==> config.mk <==
export PLATFORM = sky130hd
export DESIGN_NAME = obstacle_avoid_drive_sequencer_top
export DESIGN_NICKNAME = d
export VERILOG_FILES = /design/src/sv/oads_pkg.sv /design/src/sv/oads_cfg.sv /design/src/sv/oads_step.sv /design/src/sv/obstacle_avoid_drive_sequencer_top.sv
export VERILOG_INCLUDE_DIRS = /design/src /design/src/sv
export SDC_FILE = /design/constraint.sdc
export NUM_CORES = 1
export LEC_CHECK = 0
export ABC_AREA = 1
export BUFFER_PORTS_ARGS = -buffer_cell sky130_fd_sc_hd__clkbuf_2
export CORE_MARGIN = 2
export CORE_UTILIZATION = 45
export CTS_BUF_LIST = sky130_fd_sc_hd__clkbuf_2 sky130_fd_sc_hd__clkbuf_4 sky130_fd_sc_hd__clkbuf_8
export CTS_CLUSTER_DIAMETER = 40
export DETAILED_ROUTE_END_ITERATION = 8
export PLACE_DENSITY = 0.74
export SETUP_SLACK_MARGIN = 0.5
export SYNTH_ARGS = -nofsm -noshare
export SYNTH_HDL_FRONTEND = slang
export SYNTH_SLANG_ARGS = --single-unit
==> constraint.sdc <==
create_clock -name clk -period 9.5 [get_ports clk]
set_clock_uncertainty 0.2 [all_clocks]
set_input_delay 0.95 -clock clk [delete_from_list [all_inputs] [get_ports clk]]
set_output_delay 0.95 -clock clk [all_outputs]
set_load 0.05 [all_outputs]
==> src/sv/obstacle_avoid_drive_sequencer_top_assert.svh <==
// ============================================================================
// obstacle avoid drive sequencer assertion macros
// clocked property wrappers used by the sequencer top level
// ============================================================================
`ifndef OBSTACLE_AVOID_DRIVE_SEQUENCER_TOP_ASSERT_SVH
`define OBSTACLE_AVOID_DRIVE_SEQUENCER_TOP_ASSERT_SVH

`ifndef NO_ASSERTIONS

// same-cycle implication, checked on every clk edge outside reset
`define OADS_ASSERT_SAME(lbl, ante, cons) \
    lbl: assert property (@(posedge clk) disable iff (!rst_n) (ante) |-> (cons)) \
        else $error("oads assertion failed");

// next-cycle implication, checked on every clk edge outside reset
`define OADS_ASSERT_NEXT(lbl, ante, cons) \
    lbl: assert property (@(posedge clk) disable iff (!rst_n) (ante) |=> (cons)) \
        else $error("oads assertion failed");

`else

`define OADS_ASSERT_SAME(lbl, ante, cons)
`define OADS_ASSERT_NEXT(lbl, ante, cons)

`endif

`endif

==> src/sv/oads_pkg.sv <==
// ============================================================================
// oads_pkg
// shared types and constants of the obstacle avoid drive sequencer
// ============================================================================
package oads_pkg;

    // apb address width: eight 32-bit registers
    localparam int unsigned ADDR_BITS = 5;
    localparam int unsigned DATA_BITS = 32;

    // register reset values
    localparam int unsigned FAR_RESET         = 15;
    localparam int unsigned NEAR_RESET        = 4;
    localparam int unsigned STOP_RESET        = 300;
    localparam int unsigned REVERSE_RESET     = 600;
    localparam int unsigned CHECK_LEFT_RESET  = 500;
    localparam int unsigned CHECK_RIGHT_RESET = 700;
    localparam int unsigned TURN_RESET        = 700;
    localparam int unsigned TIMEOUT_RESET     = 10000;

    // shortest distance sample that is kept
    localparam int unsigned MIN_VALID_CM = 2;

    localparam logic [8:0]  DUTY_ZERO    = 9'd0;
    localparam logic [8:0]  DUTY_SLOW    = 9'd150;
    localparam logic [8:0]  DUTY_FAST    = 9'd300;
    localparam logic [12:0] SERVO_LEFT   = 13'd3125;
    localparam logic [12:0] SERVO_CENTER = 13'd5050;
    localparam logic [12:0] SERVO_RIGHT  = 13'd6250;

    typedef enum logic [2:0] {
        REG_FAR         = 3'd0,
        REG_NEAR        = 3'd1,
        REG_STOP        = 3'd2,
        REG_REVERSE     = 3'd3,
        REG_CHECK_LEFT  = 3'd4,
        REG_CHECK_RIGHT = 3'd5,
        REG_TURN        = 3'd6,
        REG_TIMEOUT     = 3'd7
    } cfg_reg_t;

    typedef enum logic [2:0] {
        ST_IDLE   = 3'd0,
        ST_FWD    = 3'd1,
        ST_STOP   = 3'd2,
        ST_REV    = 3'd3,
        ST_CHKL   = 3'd4,
        ST_CHKR   = 3'd5,
        ST_TURNL  = 3'd6,
        ST_TURNR  = 3'd7
    } drive_state_t;

    typedef enum logic [1:0] {
        DIR_STOP = 2'd0,
        DIR_FWD  = 2'd1,
        DIR_BACK = 2'd2
    } motor_dir_t;

    // one result word
    typedef struct packed {
        logic         autonomous;
        drive_state_t state;
        motor_dir_t   dir;
        logic [8:0]   duty;
        logic [12:0]  servo;
    } result_t;

endpackage

==> src/sv/oads_cfg.sv <==
// ============================================================================
// oads_cfg
// apb register file holding thresholds, dwell times and the manual timeout
// ============================================================================
module oads_cfg
    import oads_pkg::*;
#(
    parameter int unsigned DISTANCE_BITS = 10,
    parameter int unsigned TIMER_BITS    = 16
)
(
    input  logic                     clk,
    input  logic                     rst_n,
    input  logic                     psel,
    input  logic                     penable,
    input  logic                     pwrite,
    input  logic [ADDR_BITS-1:0]     paddr,
    input  logic [DATA_BITS-1:0]     pwdata,
    output logic [DATA_BITS-1:0]     prdata,
    output logic                     pready,
    output logic [DISTANCE_BITS-1:0] far_cm,
    output logic [DISTANCE_BITS-1:0] near_cm,
    output logic [TIMER_BITS-1:0]    stop_ms,
    output logic [TIMER_BITS-1:0]    reverse_ms,
    output logic [TIMER_BITS-1:0]    check_left_ms,
    output logic [TIMER_BITS-1:0]    check_right_ms,
    output logic [TIMER_BITS-1:0]    turn_ms,
    output logic [TIMER_BITS-1:0]    timeout_ms
);

    logic [DISTANCE_BITS-1:0] far_reg, near_reg;
    logic [TIMER_BITS-1:0]    stop_reg, reverse_reg, chkl_reg, chkr_reg, turn_reg, timeout_reg;
    logic                     wr_en;
    cfg_reg_t                 sel;

    assign pready = 1'b1;
    assign wr_en  = psel & penable & pwrite;
    assign sel    = cfg_reg_t'(paddr[4:2]);

    always_ff @(posedge clk or negedge rst_n)
    begin
        if (!rst_n)
        begin
            far_reg     <= DISTANCE_BITS'(FAR_RESET);
            near_reg    <= DISTANCE_BITS'(NEAR_RESET);
            stop_reg    <= TIMER_BITS'(STOP_RESET);
            reverse_reg <= TIMER_BITS'(REVERSE_RESET);
            chkl_reg    <= TIMER_BITS'(CHECK_LEFT_RESET);
            chkr_reg    <= TIMER_BITS'(CHECK_RIGHT_RESET);
            turn_reg    <= TIMER_BITS'(TURN_RESET);
            timeout_reg <= TIMER_BITS'(TIMEOUT_RESET);
        end
        else if (wr_en)
        begin
            unique case (sel)
                REG_FAR:         far_reg     <= pwdata[DISTANCE_BITS-1:0];
                REG_NEAR:        near_reg    <= pwdata[DISTANCE_BITS-1:0];
                REG_STOP:        stop_reg    <= pwdata[TIMER_BITS-1:0];
                REG_REVERSE:     reverse_reg <= pwdata[TIMER_BITS-1:0];
                REG_CHECK_LEFT:  chkl_reg    <= pwdata[TIMER_BITS-1:0];
                REG_CHECK_RIGHT: chkr_reg    <= pwdata[TIMER_BITS-1:0];
                REG_TURN:        turn_reg    <= pwdata[TIMER_BITS-1:0];
                REG_TIMEOUT:     timeout_reg <= pwdata[TIMER_BITS-1:0];
                default:         far_reg     <= far_reg;
            endcase
        end
    end

    // read mux, zero extended
    always_comb
    begin
        unique case (sel)
            REG_FAR:         prdata = DATA_BITS'(far_reg);
            REG_NEAR:        prdata = DATA_BITS'(near_reg);
            REG_STOP:        prdata = DATA_BITS'(stop_reg);
            REG_REVERSE:     prdata = DATA_BITS'(reverse_reg);
            REG_CHECK_LEFT:  prdata = DATA_BITS'(chkl_reg);
            REG_CHECK_RIGHT: prdata = DATA_BITS'(chkr_reg);
            REG_TURN:        prdata = DATA_BITS'(turn_reg);
            REG_TIMEOUT:     prdata = DATA_BITS'(timeout_reg);
            default:         prdata = '0;
        endcase
    end

    assign far_cm         = far_reg;
    assign near_cm        = near_reg;
    assign stop_ms        = stop_reg;
    assign reverse_ms     = reverse_reg;
    assign check_left_ms  = chkl_reg;
    assign check_right_ms = chkr_reg;
    assign turn_ms        = turn_reg;
    assign timeout_ms     = timeout_reg;

endmodule

==> src/sv/oads_step.sv <==
// ============================================================================
// oads_step
// one tick of the mode logic and the obstacle avoidance state machine
// ============================================================================
module oads_step
    import oads_pkg::*;
#(
    parameter int unsigned DISTANCE_BITS = 10,
    parameter int unsigned TIMER_BITS    = 16
)
(
    input  logic [DISTANCE_BITS-1:0] far_cm,
    input  logic [DISTANCE_BITS-1:0] near_cm,
    input  logic [TIMER_BITS-1:0]    stop_ms,
    input  logic [TIMER_BITS-1:0]    reverse_ms,
    input  logic [TIMER_BITS-1:0]    check_left_ms,
    input  logic [TIMER_BITS-1:0]    check_right_ms,
    input  logic [TIMER_BITS-1:0]    turn_ms,
    input  logic [TIMER_BITS-1:0]    timeout_ms,
    input  logic [DISTANCE_BITS-1:0] sample,
    input  logic                     present,
    input  logic                     manual,
    input  logic                     mode,
    input  drive_state_t             fsm,
    input  logic [TIMER_BITS-1:0]    ticks,
    input  logic [TIMER_BITS-1:0]    idle_ticks,
    input  logic [DISTANCE_BITS-1:0] last_dist,
    input  logic [12:0]              servo,
    output logic                     mode_next,
    output drive_state_t             fsm_next,
    output logic [TIMER_BITS-1:0]    ticks_next,
    output logic [TIMER_BITS-1:0]    idle_ticks_next,
    output logic [DISTANCE_BITS-1:0] last_dist_next,
    output logic [12:0]              servo_next,
    output result_t                  result
);

    logic [TIMER_BITS-1:0]    ticks_inc, idle_inc;
    logic [DISTANCE_BITS-1:0] cur_cm;
    drive_state_t             fsm_sel;
    motor_dir_t               auto_dir, dir;
    logic [8:0]               auto_duty, duty;
    logic [12:0]              auto_servo;

    // saturating counters
    assign ticks_inc = (ticks == '1) ? ticks : ticks + 1'b1;
    assign idle_inc  = (idle_ticks == '1) ? idle_ticks : idle_ticks + 1'b1;

    // short or missing samples keep the old distance
    assign cur_cm = (present && sample >= DISTANCE_BITS'(MIN_VALID_CM)) ? sample : last_dist;

    // autonomous state machine decision
    always_comb
    begin
        fsm_sel    = fsm;
        auto_dir   = DIR_STOP;
        auto_duty  = DUTY_ZERO;
        auto_servo = servo;
        unique case (fsm)
            ST_IDLE:
            begin
                if (cur_cm > far_cm)
                    fsm_sel = ST_FWD;
                else if (cur_cm != '0 && cur_cm <= near_cm)
                    fsm_sel = ST_REV;
            end
            ST_FWD:
            begin
                // near test ahead of far test
                if (cur_cm == '0)
                    fsm_sel = ST_STOP;
                else if (cur_cm <= near_cm)
                    fsm_sel = ST_REV;
                else if (cur_cm <= far_cm)
                begin
                    auto_dir  = DIR_FWD;
                    auto_duty = DUTY_SLOW;
                end
                else
                begin
                    auto_dir  = DIR_FWD;
                    auto_duty = DUTY_FAST;
                end
            end
            ST_STOP:
            begin
                if (ticks >= stop_ms)
                    fsm_sel = ST_REV;
            end
            ST_REV:
            begin
                if (ticks >= reverse_ms)
                    fsm_sel = ST_CHKL;
                else
                begin
                    auto_dir  = DIR_BACK;
                    auto_duty = DUTY_SLOW;
                end
            end
            ST_CHKL:
            begin
                auto_servo = SERVO_LEFT;
                if (ticks >= check_left_ms)
                    fsm_sel = (cur_cm > far_cm) ? ST_TURNL : ST_CHKR;
            end
            ST_CHKR:
            begin
                auto_servo = SERVO_RIGHT;
                if (ticks >= check_right_ms)
                    fsm_sel = (cur_cm > far_cm) ? ST_TURNR : ST_REV;
            end
            ST_TURNL, ST_TURNR:
            begin
                auto_servo = (fsm == ST_TURNL) ? SERVO_LEFT : SERVO_RIGHT;
                auto_dir   = DIR_FWD;
                auto_duty  = DUTY_SLOW;
                if (ticks >= turn_ms)
                begin
                    auto_servo = SERVO_CENTER;
                    fsm_sel    = ST_FWD;
                end
            end
            default:
            begin
                fsm_sel = fsm;
            end
        endcase
    end

    // mode handling
    always_comb
    begin
        mode_next       = mode;
        fsm_next        = fsm;
        ticks_next      = ticks;
        idle_ticks_next = idle_ticks;
        last_dist_next  = last_dist;
        servo_next      = servo;
        dir             = DIR_STOP;
        duty            = DUTY_ZERO;
        priority if (manual)
        begin
            idle_ticks_next = '0;
            mode_next       = 1'b0;
            fsm_next        = ST_IDLE;
            servo_next      = SERVO_CENTER;
        end
        else if (!mode)
        begin
            idle_ticks_next = idle_inc;
            if (idle_inc >= timeout_ms)
            begin
                mode_next  = 1'b1;
                fsm_next   = ST_IDLE;
                ticks_next = '0;
            end
        end
        else
        begin
            last_dist_next = cur_cm;
            servo_next     = auto_servo;
            dir            = auto_dir;
            duty           = auto_duty;
            fsm_next       = fsm_sel;
            ticks_next     = (fsm_sel != fsm) ? '0 : ticks_inc;
        end
    end

    assign result = {mode_next, fsm_next, dir, duty, servo_next};

endmodule

==> src/sv/obstacle_avoid_drive_sequencer_top.sv <==
// ============================================================================
// obstacle_avoid_drive_sequencer_top
// millisecond-tick obstacle avoidance sequencer with manual timeout
// ============================================================================
// pipeline: an accepted item is held in the input register, then its result word in the result register
// throughput: 1 word per cycle while result_stall is low; the combinational step logic closes the state loop
// a stalled result register holds the input register, which then stalls the input
// reset (async, rst_n low): manual mode, idle state, counters and distance cleared,
// servo centered, registers at their reset values, both pipeline stages empty
// ============================================================================
`include "obstacle_avoid_drive_sequencer_top_assert.svh"

module obstacle_avoid_drive_sequencer_top
    import oads_pkg::*;
#(
    parameter int unsigned DISTANCE_BITS = 10,
    parameter int unsigned TIMER_BITS    = 16
)
(
    input  logic                     clk,
    input  logic                     rst_n,
    // apb configuration port
    input  logic                     psel,
    input  logic                     penable,
    input  logic                     pwrite,
    input  logic [ADDR_BITS-1:0]     paddr,
    input  logic [DATA_BITS-1:0]     pwdata,
    output logic [DATA_BITS-1:0]     prdata,
    output logic                     pready,
    // tick item channel
    input  logic                     item_valid,
    output logic                     item_stall,
    input  logic [DISTANCE_BITS-1:0] distance_sample,
    input  logic                     sample_present,
    input  logic                     manual_command,
    // result channel
    output logic                     result_valid,
    input  logic                     result_stall,
    output logic                     autonomous_mode,
    output logic [2:0]               drive_state,
    output logic [1:0]               motor_direction,
    output logic [8:0]               motor_duty,
    output logic [12:0]              servo_duty
);

    // configuration values
    logic [DISTANCE_BITS-1:0] far_cm, near_cm;
    logic [TIMER_BITS-1:0]    stop_ms, reverse_ms, check_left_ms, check_right_ms;
    logic [TIMER_BITS-1:0]    turn_ms, timeout_ms;

    // input register stage
    logic                     s1_valid_reg, s1_valid_next;
    logic [DISTANCE_BITS-1:0] s1_dist_reg;
    logic                     s1_present_reg;
    logic                     s1_manual_reg;
    logic                     s1_load;
    logic                     s1_adv;
    logic                     step_fire;

    // architectural state
    logic                     mode_reg, mode_next;
    drive_state_t             fsm_reg, fsm_next;
    logic [TIMER_BITS-1:0]    ticks_reg, ticks_next;
    logic [TIMER_BITS-1:0]    idle_reg, idle_next;
    logic [DISTANCE_BITS-1:0] dist_reg, dist_next;
    logic [12:0]              servo_reg, servo_next;

    // result register stage
    logic                     res_valid_reg, res_valid_next;
    result_t                  res_reg, res_next;

    oads_cfg #(
        .DISTANCE_BITS (DISTANCE_BITS),
        .TIMER_BITS    (TIMER_BITS)
    ) u_cfg (
        .clk            (clk),
        .rst_n          (rst_n),
        .psel           (psel),
        .penable        (penable),
        .pwrite         (pwrite),
        .paddr          (paddr),
        .pwdata         (pwdata),
        .prdata         (prdata),
        .pready         (pready),
        .far_cm         (far_cm),
        .near_cm        (near_cm),
        .stop_ms        (stop_ms),
        .reverse_ms     (reverse_ms),
        .check_left_ms  (check_left_ms),
        .check_right_ms (check_right_ms),
        .turn_ms        (turn_ms),
        .timeout_ms     (timeout_ms)
    );

    // handshake: the input register moves on whenever the result register
    // is empty or being taken, so one word a cycle flows when nobody stalls
    assign s1_adv        = ~res_valid_reg | ~result_stall;
    assign item_stall    = s1_valid_reg & ~s1_adv;
    assign s1_load       = item_valid & ~item_stall;
    assign step_fire     = s1_valid_reg & s1_adv;
    assign s1_valid_next = item_stall ? s1_valid_reg : item_valid;
    assign res_valid_next = s1_adv ? s1_valid_reg : res_valid_reg;

    // the step works on the registered item and the current state; the state
    // is written back in the same edge that captures the result word
    oads_step #(
        .DISTANCE_BITS (DISTANCE_BITS),
        .TIMER_BITS    (TIMER_BITS)
    ) u_step (
        .far_cm          (far_cm),
        .near_cm         (near_cm),
        .stop_ms         (stop_ms),
        .reverse_ms      (reverse_ms),
        .check_left_ms   (check_left_ms),
        .check_right_ms  (check_right_ms),
        .turn_ms         (turn_ms),
        .timeout_ms      (timeout_ms),
        .sample          (s1_dist_reg),
        .present         (s1_present_reg),
        .manual          (s1_manual_reg),
        .mode            (mode_reg),
        .fsm             (fsm_reg),
        .ticks           (ticks_reg),
        .idle_ticks      (idle_reg),
        .last_dist       (dist_reg),
        .servo           (servo_reg),
        .mode_next       (mode_next),
        .fsm_next        (fsm_next),
        .ticks_next      (ticks_next),
        .idle_ticks_next (idle_next),
        .last_dist_next  (dist_next),
        .servo_next      (servo_next),
        .result          (res_next)
    );

    // control and state registers
    always_ff @(posedge clk or negedge rst_n)
    begin
        if (!rst_n)
        begin
            s1_valid_reg  <= 1'b0;
            res_valid_reg <= 1'b0;
            mode_reg      <= 1'b0;
            fsm_reg       <= ST_IDLE;
            ticks_reg     <= '0;
            idle_reg      <= '0;
            dist_reg      <= '0;
            servo_reg     <= SERVO_CENTER;
        end
        else
        begin
            s1_valid_reg  <= s1_valid_next;
            res_valid_reg <= res_valid_next;
            if (step_fire)
            begin
                mode_reg  <= mode_next;
                fsm_reg   <= fsm_next;
                ticks_reg <= ticks_next;
                idle_reg  <= idle_next;
                dist_reg  <= dist_next;
                servo_reg <= servo_next;
            end
        end
    end

    // payload registers, no reset needed
    always_ff @(posedge clk)
    begin
        if (s1_load)
        begin
            s1_dist_reg    <= distance_sample;
            s1_present_reg <= sample_present;
            s1_manual_reg  <= manual_command;
        end
        if (step_fire)
        begin
            res_reg <= res_next;
        end
    end

    // result word outputs
    assign result_valid    = res_valid_reg;
    assign autonomous_mode = res_reg.autonomous;
    assign drive_state     = res_reg.state;
    assign motor_direction = res_reg.dir;
    assign motor_duty      = res_reg.duty;
    assign servo_duty      = res_reg.servo;

    // ------------------------------------------------------------------------
    // checks
    // ------------------------------------------------------------------------

    // the input side only stalls behind a full input register
    `OADS_ASSERT_SAME(a_stall_needs_item, item_stall, s1_valid_reg)

    // manual mode never drives the motor
    `OADS_ASSERT_SAME(a_manual_motor_off, result_valid && !autonomous_mode, motor_direction == DIR_STOP && motor_duty == DUTY_ZERO)

    // a manual command yields a manual, idle, centered result word
    `OADS_ASSERT_NEXT(a_manual_cmd_result, step_fire && s1_manual_reg, result_valid && !autonomous_mode && drive_state == ST_IDLE && servo_duty == SERVO_CENTER)

    // stopped motor and zero duty go together
    `OADS_ASSERT_SAME(a_duty_matches_dir, result_valid, (motor_direction == DIR_STOP) == (motor_duty == DUTY_ZERO))

endmodule

# Word level (Yosys, flattened, before mapping)
# Cells that the tools add are included.
# totals
wordCells	128
register_bits	217
out_inout_bits	63
input_bits	56
# classes
magnitude_cmp	10
bitwise	12
n_reduce_logical	20
n_addsub	2
muxes	41
n_eq_ne	19
# ops
cell	n
case mux 32 bit (8 select lines)	1
2-to-1 mux 16 bit	7
>= comparator 16 bit	6
2-to-1 mux 13 bit	4
2-to-1 mux 3 bit	13
case mux 13 bit (3 select lines)	1
adder 16 x 1 -> 16 bit, second input constant	2
equality test 16 bit, second input constant	2
2-to-1 mux 9 bit	3
case mux 9 bit (3 select lines)	1
equality test 3 bit, second input constant	8
case mux 3 bit (7 select lines)	1
<= comparator 10 bit	2
AND reduction 2 bit	9
equality test 3 x 2 -> 1 bit, second input constant	4
>= comparator 10 x 2 -> 1 bit, second input constant	1
greater-than comparator 10 bit	1
logical NOT 10 bit	1
2-to-1 mux 10 bit	1
nonzero test 10 bit	1
2-to-1 mux 8 bit	1
equality test 3 x 1 -> 1 bit, second input constant	2
logical NOT 3 bit	2
2-to-1 mux 2 bit	3
13 further kinds	27

# Depth between registers and ports, before layout
# Gate-level depths: netlist of the first run.
# depth
ltp_word	11
mapped_depth	31

# By module
# From an unflattened synthesis of the first run, not the netlist that was laid out.
# unflattened
cells_unflattened	1899
hier_area_um2	14617.8
# by_module_without_submodules
mod	cells_each	area_per_inst_um2	n_inst
oads_cfg	669	5675.4	1
oads_step	923	5272.6	1
obstacle_avoid_drive_sequencer_top	307	3669.8	1

# Worst setup path after synthesis of the first run
# No wires, ideal clock.
# synth_path
path_kind	input -> output
startpoint	in paddr[4]
endpoint	out prdata[14]
n_path_buf	1
slack_ns	5.437
arrival_ns	2.913
path_stages	4
cell_sequence	clkbuf_1 -> nor3_1 -> clkinv_1 -> o221ai_1
# synth_between
elab_chain_len	2
# synth_lines
item	line	rtl
start, declared	obstacle_avoid_drive_sequencer_top.sv:26	input logic [ADDR_BITS-1:0] paddr,
equality test 3 bit, or another cell as far along	oads_cfg.sv:72	unique case (sel)
case mux 32 bit (8 select lines) (*)	oads_cfg.sv:72	
end, declared	obstacle_avoid_drive_sequencer_top.sv:28	output logic [DATA_BITS-1:0] prdata,
# Mark *: on every way between the ends. The rest lies on a longest branch, timed or not. The select of a mux whose other input is x is not followed.

# Worst setup path in the final report of the first run
# layout_path
startpoint	reg idle_reg[0]
endpoint	reg ticks_reg[3]
# layout_between
elab_chain_len	5
# layout_lines
item	line	rtl
start, declared	obstacle_avoid_drive_sequencer_top.sv:64	logic [TIMER_BITS-1:0] idle_reg, idle_next;
start signal, assigned	obstacle_avoid_drive_sequencer_top.sv:159	idle_reg <= idle_next;
adder 16 x 1 -> 16 bit or equality test 16 bit (tied branches)	oads_step.sv:47	assign idle_inc = (idle_ticks == '1) ? idle_ticks : idle_ticks + 1'b1;
2-to-1 mux 16 bit (*)	oads_step.sv:47	
>= comparator 16 bit (*)	oads_step.sv:151	if (idle_inc >= timeout_ms)
nonzero test 2 bit (no source line) (*)	-	
AND reduction 4 bit (no source line) (*)	-	
end signal, assigned	obstacle_avoid_drive_sequencer_top.sv:158	ticks_reg <= ticks_next;
end, declared	obstacle_avoid_drive_sequencer_top.sv:63	logic [TIMER_BITS-1:0] ticks_reg, ticks_next;
# Mark *: on every way between the ends. The rest lies on a longest branch, timed or not.
# A chain may end at the register's enable or synchronous reset.

==> results of run 1 <==
[power groups by stage]
stage               logic, mW  clock network (mW)  registers [mW]
global placement        0.821                   0            1.20
CTS                     0.857                1.07            1.19
finish                  0.859                1.06            1.20
global route            0.972                1.12            1.21
detailed placement      0.852                   0            1.21
floorplan               0.615                   0            1.22
[area by class of cell]
type / instances / area [sq um]
Clock buffer: 64 / 812.0
Clock inverter: 12 / 162.7
Fill cell: 2663 / 13880
Inverter: 255 / 959.7
Multi-Input combinational cell: 1084 / 6181
Sequential cell: 211 / 5505
Tap cell: 384 / 480.5
Timing Repair Buffer: 91 / 486.7
[synth_stat cells, drive strengths merged]
library cell | number | share of area [%]
nor3 | 28 | 1.1
o21ai | 175 | 6.8
a21oi | 94 | 3.6
clkbuf | 35 | 1.0
nand3b | 13 | 0.75
or2 | 2 | 0.097
edfxtp | 34 | 7.9
nor4 | 8 | 0.39
o211ai | 16 | 0.93
nor2 | 90 | 2.7
clkinv | 4 | 0.12
o21bai | 4 | 0.23
o21a | 3 | 0.17
dfstp | 44 | 8.9
a31oi | 4 | 0.19
o22ai | 30 | 1.5
nand4 | 16 | 0.82
a21o | 4 | 0.23
xor2 | 22 | 1.5
mux2 | 2 | 0.17
buf | 32 | 1.9
a211oi | 1 | 0.058
o221ai | 1 | 0.068
and3 | 1 | 0.048
o31ai | 1 | 0.058
a22oi | 6 | 0.35
inv | 251 | 7.3
o32ai | 2 | 0.14
dfrtp | 133 | 26
nand3 | 57 | 2.3
conb | 2 | 0.058
a221oi | 11 | 0.75
ha | 118 | 11
nand2 | 356 | 11
[critical path, stage by stage (launching register included)]
cell	delay [ps]
dfrtp_1	380
ha_1	150
inv_1	50
nor4_1	560
nand3_1	270
nor3_1	330
nand2_1	170
nor2_1	250
or2_2	170
xor2_1	200
inv_1	70
ha_1	300
nand2_1	70
nor3_1	280
nand3_1	110
nand4_1	200
nand2_1	110
nor2_1	260
nand2_4	220
inv_4	200
nand2_1	80
nand2_1	60
[per-layer routing]
| layer | vias up | part of all wire, % | global-route usage [%] |
|---|---|---|---|
| li1 | 5436 | - | - |
| met1 | 5203 | 44 | 28.91 |
| met5 | - | 0 | 0 |
| met3 | 61 | 5.8 | 3.487 |
| met2 | 355 | 47 | 36.77 |
| met4 | 0 | 3.1 | 7.910 |
[worst max path at each step]
stage / from / slack, ps / to
6_report: idle_reg[0]$_DFFE_PN0P_ / 4750 / ticks_reg[3]$_DFFE_PN0P_
3_5_place_dp: idle_reg[0]$_DFFE_PN0P_ / 4900 / ticks_reg[3]$_DFFE_PN0P_
4_1_cts: idle_reg[0]$_DFFE_PN0P_ / 4840 / ticks_reg[3]$_DFFE_PN0P_
5_1_grt: idle_reg[0]$_DFFE_PN0P_ / 4310 / ticks_reg[3]$_DFFE_PN0P_
3_3_place_gp: idle_reg[0]$_DFFE_PN0P_ / 4950 / ticks_reg[3]$_DFFE_PN0P_
2_1_floorplan: paddr[4] / 5440 / prdata[14]
[per-stage QoR]
stage | hold WS (ps) | power [mW] | util, % | instance area, sq um
2_1_floorplan | 234.0 | 1.834 | - | 13000
3_3_place_gp | 262.8 | 2.024 | 47.82 | 13610
3_5_place_dp | 259.4 | 2.060 | 47.82 | 13610
4_1_cts | 190.5 | 3.122 | 51.24 | 14590
5_1_grt | 197.7 | 3.298 | 51.24 | 14590
6_report | 172.3 | 3.111 | 51.24 | 14590
[logic make-up (layout without fill, tap and decap cells)]
group,after synthesis,in the layout,share of synthesized area [%]
AO/OA/AOI/OAI,352,352,15.04
XOR/XNOR,22,22,1.490
adder cells (fa/ha/maj),118,118,11.42
buffers and inverters,322,422,10.30
flip-flops,211,211,42.57
multiplexers,2,2,0.1742
other,2,19,0.05808
AND/OR/NAND/NOR,571,571,18.95
==> flow_metrics.env, run 1 <==
export IMPL_synth_cell_type_count=45
export IMPL_tightestPinTransition_ps=1257
export IMPL_yosysSeqAreaShare_pct=42.57
export IMPL_cts_buffer_depth=3
export IMPL_ant_nets=0
export IMPL_n_antenna_cell=0
export IMPL_hp_class="primary input to asynchronous set/reset pin"
export IMPL_ff2ff_setup_slack_ps=4750
export IMPL_antenna_found_initial=0
export IMPL_ys_warn_count=0
export IMPL_tns_ps=0
export IMPL_maxCapViolCount=0
export IMPL_crit_arrival_ps=5040
export IMPL_seqPwrFrac_pct=38.4
export IMPL_area_delta_synth_final_pct=12.81
export IMPL_final_common_cell="nand2_1"
export IMPL_crit_required_ps=9790
export IMPL_rows=62
export IMPL_place_gp_congestion=0.9348
export IMPL_dr_first_iter_drc_count=923
export IMPL_core_region_area_sq_um=28470
export IMPL_cts_tree="done"
export IMPL_crit_fanout=19
export IMPL_drv_slew=0
export IMPL_ir_drop_mv=0.1195
export IMPL_dp_slack_ps=4901
export IMPL_die_w_um=173.5
export IMPL_critPathLaunchType="flip-flop"
export IMPL_fin_crit_ps=4746
export IMPL_drcViolationCount=0
export IMPL_clkTransAtPathRegs_ps=60
export IMPL_hold_viol=0
export IMPL_period_share_pct=49.96
export IMPL_layout_common_cells="nand2_1 (342), inv_1 (249), o21ai_0 (175), dfrtp_1 (133), ha_1 (118)"
export IMPL_via_per_inst=5.262
export IMPL_p_int_mw=2.016
export IMPL_grt_pass1_vias=10434
export IMPL_power_frac_comb_pct=27.6
export IMPL_syn_avg_cell_area_sq_um=8.082
export IMPL_htree_levels=2
export IMPL_swShare_pct=35.18
export IMPL_rr_endpoint="ticks_reg[3]$_DFFE_PN0P_"
export IMPL_drt_wl_total_um=33260
export IMPL_routedWlPerCell_um=15.83
export IMPL_worst_slack_ps=4754
export IMPL_status="finished, final reports clean"
export IMPL_ys_ff_latch=211
export IMPL_syn_inst=1600
export IMPL_relSlewSlack_pct=15.76
export IMPL_portBuffers=81
export IMPL_setup_viol=0
export IMPL_root_buffer="clkbuf_8"
export IMPL_cts_buffers=41
export IMPL_p_leak_nw=7.110
export IMPL_post_cts_setup_buffers=0
export IMPL_worstSetupEndpointType="flip-flop"
export IMPL_syn_cell_area_sq_um=12930
export IMPL_p_per_area_nw_per_um2=213.3
export IMPL_dp_hpwl_um=24830
export IMPL_fin_nets=1858
export IMPL_reg2reg_depth=21
export IMPL_grt_overflow_total=0
export IMPL_io_pins=119
export IMPL_drive_gt1_share_pct=13.92
export IMPL_worstSetupPathType="flip-flop to flip-flop"
export IMPL_netSwitchingPower_mw=1.095
export IMPL_cts_num_sinks=211
export IMPL_firstDrtPassIters=5
export IMPL_grt_max_degree=76
export IMPL_rsz0062_at_grt="false"
export IMPL_cts_resized=0
export IMPL_grt_pass1_wl_um=53560
export IMPL_power_frac_clock_pct=34.0
export IMPL_die_h_um=173.5
export IMPL_postCtsHoldBufs=0
export IMPL_clock_latency_ps=550
export IMPL_max_freq_ghz=0.2107
export IMPL_grt_use_total_pct=21.98
export IMPL_r2r_start="idle_reg[0]$_DFFE_PN0P_"
export IMPL_dp_cells=2025
export IMPL_fin_cells=2101
export IMPL_dieArea_sq_um=30110
export IMPL_vias=11055
export IMPL_start_util_pct=45.42
(Power assumes the default switching activity.)
==> inputs of run 2 (changes only) <==
==> constraint.sdc (replaced) <==
create_clock -name clk -period 4.4 [get_ports clk]
set_clock_uncertainty 0.2 [all_clocks]
set_input_delay 0.44 -clock clk [delete_from_list [all_inputs] [get_ports clk]]
set_output_delay 0.44 -clock clk [all_outputs]
set_load 0.05 [all_outputs]
==> run 2 against run 1 <==
Against the previous run:
- first-iteration DRC count fell by 8.2%
- clock-buffer cell count did not move
- utilization rose by 1.9 points
- via count rose by 3.5%
==> flow_metrics.env, run 2 (same netlist as run 1, synthesis figures left out) <==
export IMPL_status="finished, final reports clean"
export IMPL_fin_crit_ps=3695
export IMPL_max_freq_ghz=0.2706
export IMPL_crit_buf_inv=2
export IMPL_crit_fanout=12
export IMPL_dp_hpwl_um=25430
export IMPL_n_antenna_cell=0
export IMPL_worstSetupEndpoint="ticks_reg[3]$_DFFE_PN0P_"
export IMPL_cp_startpoint="s1_dist_reg[2]$_DFFE_PP_"
export IMPL_dieArea_sq_um=30110
export IMPL_hold_viol=0
export IMPL_routedWlPerCell_um=16.42
export IMPL_finalPower_mw=6.794
export IMPL_r2r_start="s1_dist_reg[2]$_DFFE_PP_"
export IMPL_rows=62
export IMPL_p_leak_nw=7.354
export IMPL_holdWs_ps=7.700
export IMPL_period_share_pct=83.98
export IMPL_grt_pass1_wl_um=56270
export IMPL_worst_slack_ps=705.0
export IMPL_maxCapViolCount=0
export IMPL_place_gp_congestion=0.9395
export IMPL_drcViolationCount=0
export IMPL_portBuffers=81
export IMPL_tightestPinTransition_ps=1052
export IMPL_fin_util_pct=53.11
export IMPL_layout_common_cells="nand2_1 (338), inv_1 (249), o21ai_0 (173), dfrtp_1 (133), ha_1 (118)"
export IMPL_dr_first_iter_drc_count=847
export IMPL_clkTransAtPathRegs_ps=60
export IMPL_postLayoutCellArea_sq_um=15120
export IMPL_cts_buffers=41
export IMPL_fin_nets=1905
export IMPL_core_region_area_sq_um=28470
export IMPL_ir_drop_mv=0.2934
export IMPL_fillers=2613
export IMPL_grt_overflow_total=0
export IMPL_tns_ps=0
export IMPL_hp_class="primary input to flip-flop"
export IMPL_worstSetupEndpointType="flip-flop"
export IMPL_drive_gt1_share_pct=15.89
export IMPL_setup_viol=0
export IMPL_dp_cells=2032
export IMPL_grt_max_degree=74
export IMPL_crit_required_ps=4690
export IMPL_cts_num_sinks=211
export IMPL_firstDrtPassIters=5
export IMPL_die_h_um=173.5
export IMPL_cp_slowest_stage_delay_ps=390
export IMPL_critPathLaunchType="flip-flop"
export IMPL_root_buffer="clkbuf_8"
export IMPL_final_common_cell="nand2_1"
export IMPL_drt_wl_total_um=35240
export IMPL_p_per_area_nw_per_um2=449.4
export IMPL_htree_levels=2
export IMPL_place_area_sq_um=13670
export IMPL_clock_latency_ps=560
export IMPL_cts_buffer_depth=3
export IMPL_crit_arrival_ps=3980
export IMPL_worstSetupPathType="flip-flop to flip-flop"
export IMPL_rr_endpoint="ticks_reg[3]$_DFFE_PN0P_"
export IMPL_dp_slack_ps=103.0
export IMPL_fin_cells=2146
export IMPL_via_per_inst=5.331
export IMPL_reg2reg_depth=26
export IMPL_drv_slew=0
export IMPL_start_util_pct=45.42
export IMPL_ant_nets=0
export IMPL_crit_slowest_cell="edfxtp_1"
export IMPL_cp_top_family="simple AND/OR/NAND/NOR gates"
export IMPL_relSlewSlack_pct=29.72
export IMPL_die_w_um=173.5
export IMPL_rsz0062_at_grt="false"
export IMPL_critPathMostFrequentCell="nand2_1"
export IMPL_cp_depth=26
export IMPL_vias=11441
export IMPL_grt_use_total_pct=23.40
export IMPL_antenna_found_initial=0
export IMPL_ff2ff_setup_slack_ps=700
export IMPL_io_pins=119
export IMPL_area_delta_synth_final_pct=16.92
export IMPL_cts_tree="done"
export IMPL_grt_pass1_vias=11020
==> run 2: cell count changes in the layout (fill, tap and decap cells not counted), moves of 4 or more <==
cell,previous run,this run
dlygate4sd3_1,0,28
nand2_2,10,14
nand2_1,342,338
buf_4,10,27
nor3_1,26,22
==> run 2: worst min-delay path by stage <==
stage,startpoint,endpoint,slack (ps),cells past startpoint
floorplan,rst_n,dist_reg[0]$_DFFE_PN0P_,-60,0
CTS,pwdata[6],u_cfg.check_left_ms[6]$_DFFE_PN1P_,2,3
global placement,servo_reg[5]$_DFFE_PN1P_,servo_reg[5]$_DFFE_PN1P_,260,2
detailed placement,u_cfg.stop_ms[7]$_DFFE_PN0P_,u_cfg.stop_ms[7]$_DFFE_PN0P_,270,2
global route,pwdata[6],u_cfg.check_left_ms[6]$_DFFE_PN1P_,0.9,3
finish,pwdata[6],u_cfg.check_left_ms[6]$_DFFE_PN1P_,8,3
==> run 2: layout make-up <==
class	count	area [sq um]	area share, %
multi-input cells	1084	6326	41.84
clock buffers	64	805.8	5.329
well taps	384	480.5	3.178
inverters	255	964.7	6.380
flip-flops and latches	211	5505	36.41
clock inverters	10	111.4	0.7365
repair buffers	138	925.9	6.124
==> run 2: where the power goes <==
group | total, mW | switching [mW] | internal (mW) | leakage [nW]
sequential | 2.59 | 0.194 | 2.39 | 2.47
clock | 2.16 | 0.879 | 1.29 | 0.478
combinational | 2.04 | 1.38 | 0.662 | 4.41
total | 6.79 | 2.45 | 4.34 | 7.35
==> run 2: repair_timing <==
item | 4_1_cts | 5_1_grt
hold buffers | 28 | 0
pin swaps | 1 | 14
setup buffers | 3 | 9
resized for setup | 7 | 26
endpoints found under the setup margin | 18 | 24
hold endpoints to repair | 90 | 0
==> run 2: worst min-delay path, delay by kind of cell <==
kind | cells | cell delay, ps
buf+inv | 1 | 150
simple gates | 1 | 80
compound gates | 1 | 70
==> run 2: metal layers <==
metal  track usage (%)  share of wire (%)  vias to the layer above
met1             29.67                 42                     5389
met5                 0                  0                        -
li1                  -                  -                     5533
met3             4.649                6.6                      105
met4             11.09                4.7                        0
met2             38.55                 47                      414
==> inputs of run 3 (changes only) <==
--- a/config.mk
+++ b/config.mk
@@ -13,7 +13,7 @@
 export CTS_BUF_LIST = sky130_fd_sc_hd__clkbuf_2 sky130_fd_sc_hd__clkbuf_4 sky130_fd_sc_hd__clkbuf_8
 export CTS_CLUSTER_DIAMETER = 40
 export DETAILED_ROUTE_END_ITERATION = 8
-export PLACE_DENSITY = 0.74
+export PLACE_DENSITY = 0.77
 export SETUP_SLACK_MARGIN = 0.5
 export SYNTH_ARGS = -nofsm -noshare
 export SYNTH_HDL_FRONTEND = slang
==> constraint.sdc (replaced) <==
create_clock -name clk -period 3.11 [get_ports clk]
set_clock_uncertainty 0.2 [all_clocks]
set_input_delay 0.311 -clock clk [delete_from_list [all_inputs] [get_ports clk]]
set_output_delay 0.311 -clock clk [all_outputs]
set_load 0.05 [all_outputs]
==> run 3 against run 2 <==
Against the previous run:
- the run now ends with negative setup slack left
- flip-flop and latch count stayed put
- global-route usage rose by 1.6 points
- clock-buffer cell count is 5 lower
- hold slack improved by 160 ps
- wire length rose by 10%
- combinational power is 68% higher
- largest cell class unchanged
==> flow_metrics.env, run 3 (same netlist as run 1, synthesis figures left out) <==
export IMPL_via_per_inst=5.391
export IMPL_drive_gt1_share_pct=27.74
export IMPL_cp_top_family="simple AND/OR/NAND/NOR gates"
export IMPL_core_region_area_sq_um=28470
export IMPL_dieArea_sq_um=30110
export IMPL_worstSetupPathType="flip-flop to flip-flop"
export IMPL_grt_max_degree=74
export IMPL_crit_required_ps=3360
export IMPL_fin_cells=2280
export IMPL_crit_buf_inv=5
export IMPL_vias=12291
export IMPL_antenna_found_initial=0
export IMPL_grt_pass1_wl_um=60910
export IMPL_tns_ps=-14410
export IMPL_hold_viol=0
export IMPL_area_delta_synth_final_pct=30.46
export IMPL_die_h_um=173.5
export IMPL_ir_drop_mv=0.3735
export IMPL_cp_cell_sequence="ha_2 > inv_2 > nor4_4 > nand3_2 > nor3_4 > nand2_2 > nor2_4 > buf_6 > nor2_2 > xor2_1 > inv_1 > ha_4 > a21oi_2 > o21ai_2 > a21oi_2 > nand4_1 > buf_4 > buf_6 > o32ai_4 > nand2_1 > o21ai_1"
export IMPL_io_pins=119
export IMPL_root_buffer="clkbuf_8"
export IMPL_worst_slack_ps=-656.5
export IMPL_fin_nets=2039
export IMPL_start_util_pct=45.42
export IMPL_dp_hpwl_um=26940
export IMPL_clock_latency_ps=560
export IMPL_critPathLaunchType="flip-flop"
export IMPL_fin_util_pct=59.26
export IMPL_htree_levels=2
export IMPL_dp_cells=2135
export IMPL_routedWlPerCell_um=17.02
export IMPL_cp_slowest_stage_delay_ps=370
export IMPL_relSlewSlack_pct=28.31
export IMPL_grt_use_total_pct=25.03
export IMPL_drt_wl_total_um=38810
export IMPL_cts_num_sinks=211
export IMPL_hp_class="primary input to asynchronous set/reset pin"
export IMPL_fin_crit_ps=3766
export IMPL_crit_fanout=3
export IMPL_p_leak_nw=8.131
export IMPL_layout_common_cells="nand2_1 (308), inv_1 (234), o21ai_0 (157), buf_4 (135), dfrtp_1 (131)"
export IMPL_period_share_pct=121.1
export IMPL_grt_pass1_vias=11998
export IMPL_holdWs_ps=171.8
export IMPL_setup_viol=29
export IMPL_grt_overflow_total=0
export IMPL_portBuffers=81
export IMPL_maxCapViolCount=0
export IMPL_n_antenna_cell=0
export IMPL_crit_slowest_cell="dfrtp_1"
export IMPL_drcViolationCount=0
export IMPL_violations="negative setup slack"
export IMPL_status="complete, but fails checks"
export IMPL_cts_buffer_depth=3
export IMPL_clkTransAtPathRegs_ps=60
export IMPL_worstSetupEndpointType="flip-flop"
export IMPL_p_per_area_nw_per_um2=606.0
export IMPL_place_gp_congestion=0.9676
export IMPL_finalPower_mw=10.22
export IMPL_drv_slew=0
export IMPL_rows=62
export IMPL_cts_tree="done"
export IMPL_ant_nets=0
export IMPL_firstDrtPassIters=6
export IMPL_fillers=2381
export IMPL_crit_arrival_ps=4010
export IMPL_cts_buffers=41
export IMPL_tightestPinTransition_ps=1073
export IMPL_rsz0062_at_grt="true"
export IMPL_max_freq_ghz=0.2655
export IMPL_dr_first_iter_drc_count=1130
export IMPL_die_w_um=173.5
export IMPL_final_common_cell="nand2_1"
[run 3: changes by cell type in the layout (fill, tap and decap cells not counted), sizes merged]
| cell | delta |
|---|---|
| clkinv | +2 |
| nand2 | +1 |
| inv | +1 |
| bufinv | +2 |
| clkbuf | -5 |
| buf | +129 |
| dlygate4sd3 | +4 |
[run 3: repair_timing]
item,in CTS,in global routing
hold buffers,32,0
endpoints found under the setup margin,57,60
resized for setup,101,99
setup buffers,27,11
gates cloned,1,0
hold endpoints to repair,149,0
pin swaps,22,41
[run 3: final timing paths]
path	startpoint	to	slack (ps)	depth (start not counted)
worst max-delay path	idle_reg[1]$_DFFE_PN0P_	fsm_reg[2]$_DFFE_PN0P_	-660	21
worst min-delay path	rst_n	u_cfg.check_right_ms[0]$_DFFE_PN0P_	170	2
worst max register to register	idle_reg[1]$_DFFE_PN0P_	fsm_reg[2]$_DFFE_PN0P_	-660	21
worst min register to register	servo_reg[5]$_DFFE_PN1P_	servo_reg[5]$_DFFE_PN1P_	270	2
max in group asynchronous	rst_n	result_valid$_DFFE_PN0N_	1680	3
min in group clk	paddr[2]	u_cfg.turn_ms[7]$_DFFE_PN1P_	200	5
[run 3: layout make-up]
| type | instances | area, sq um | share of cell area [%] |
|---|---|---|---|
| Tap cell | 384 | 480.5 | 2.848 |
| Clock buffer | 59 | 743.2 | 4.406 |
| Sequential cell | 211 | 5508 | 32.65 |
| Timing Repair Buffer | 271 | 2022 | 11.99 |
| Inverter | 255 | 974.7 | 5.778 |
| Clock inverter | 15 | 188.9 | 1.120 |
| Multi-Input combinational cell | 1085 | 6953 | 41.21 |
[run 3: routing by layer]
layer	track usage [%]	wire, um	vias up
li1	-	-	5804
met3	3.509	2416	129
met1	32.75	16050	5830
met5	0	0	-
met4	11.33	1878	0
met2	41.38	18460	528
[run 3: per-stage QoR]
step	setup slack, ps	cell area (sq um)
after global placement	-290.3	14510
final	-656.5	16870
after CTS	-308.1	16390
after floorplan	-163.5	13040
after detailed placement	-443.2	14510
after global routing	-831.3	16870
[run 3: power breakdown]
part | internal (mW) | total [mW] | switching (mW) | leakage [nW]
registers | 3.39 | 3.67 | 0.286 | 2.47
clock network | 1.88 | 3.13 | 1.25 | 0.482
logic | 1.24 | 3.42 | 2.18 | 5.18
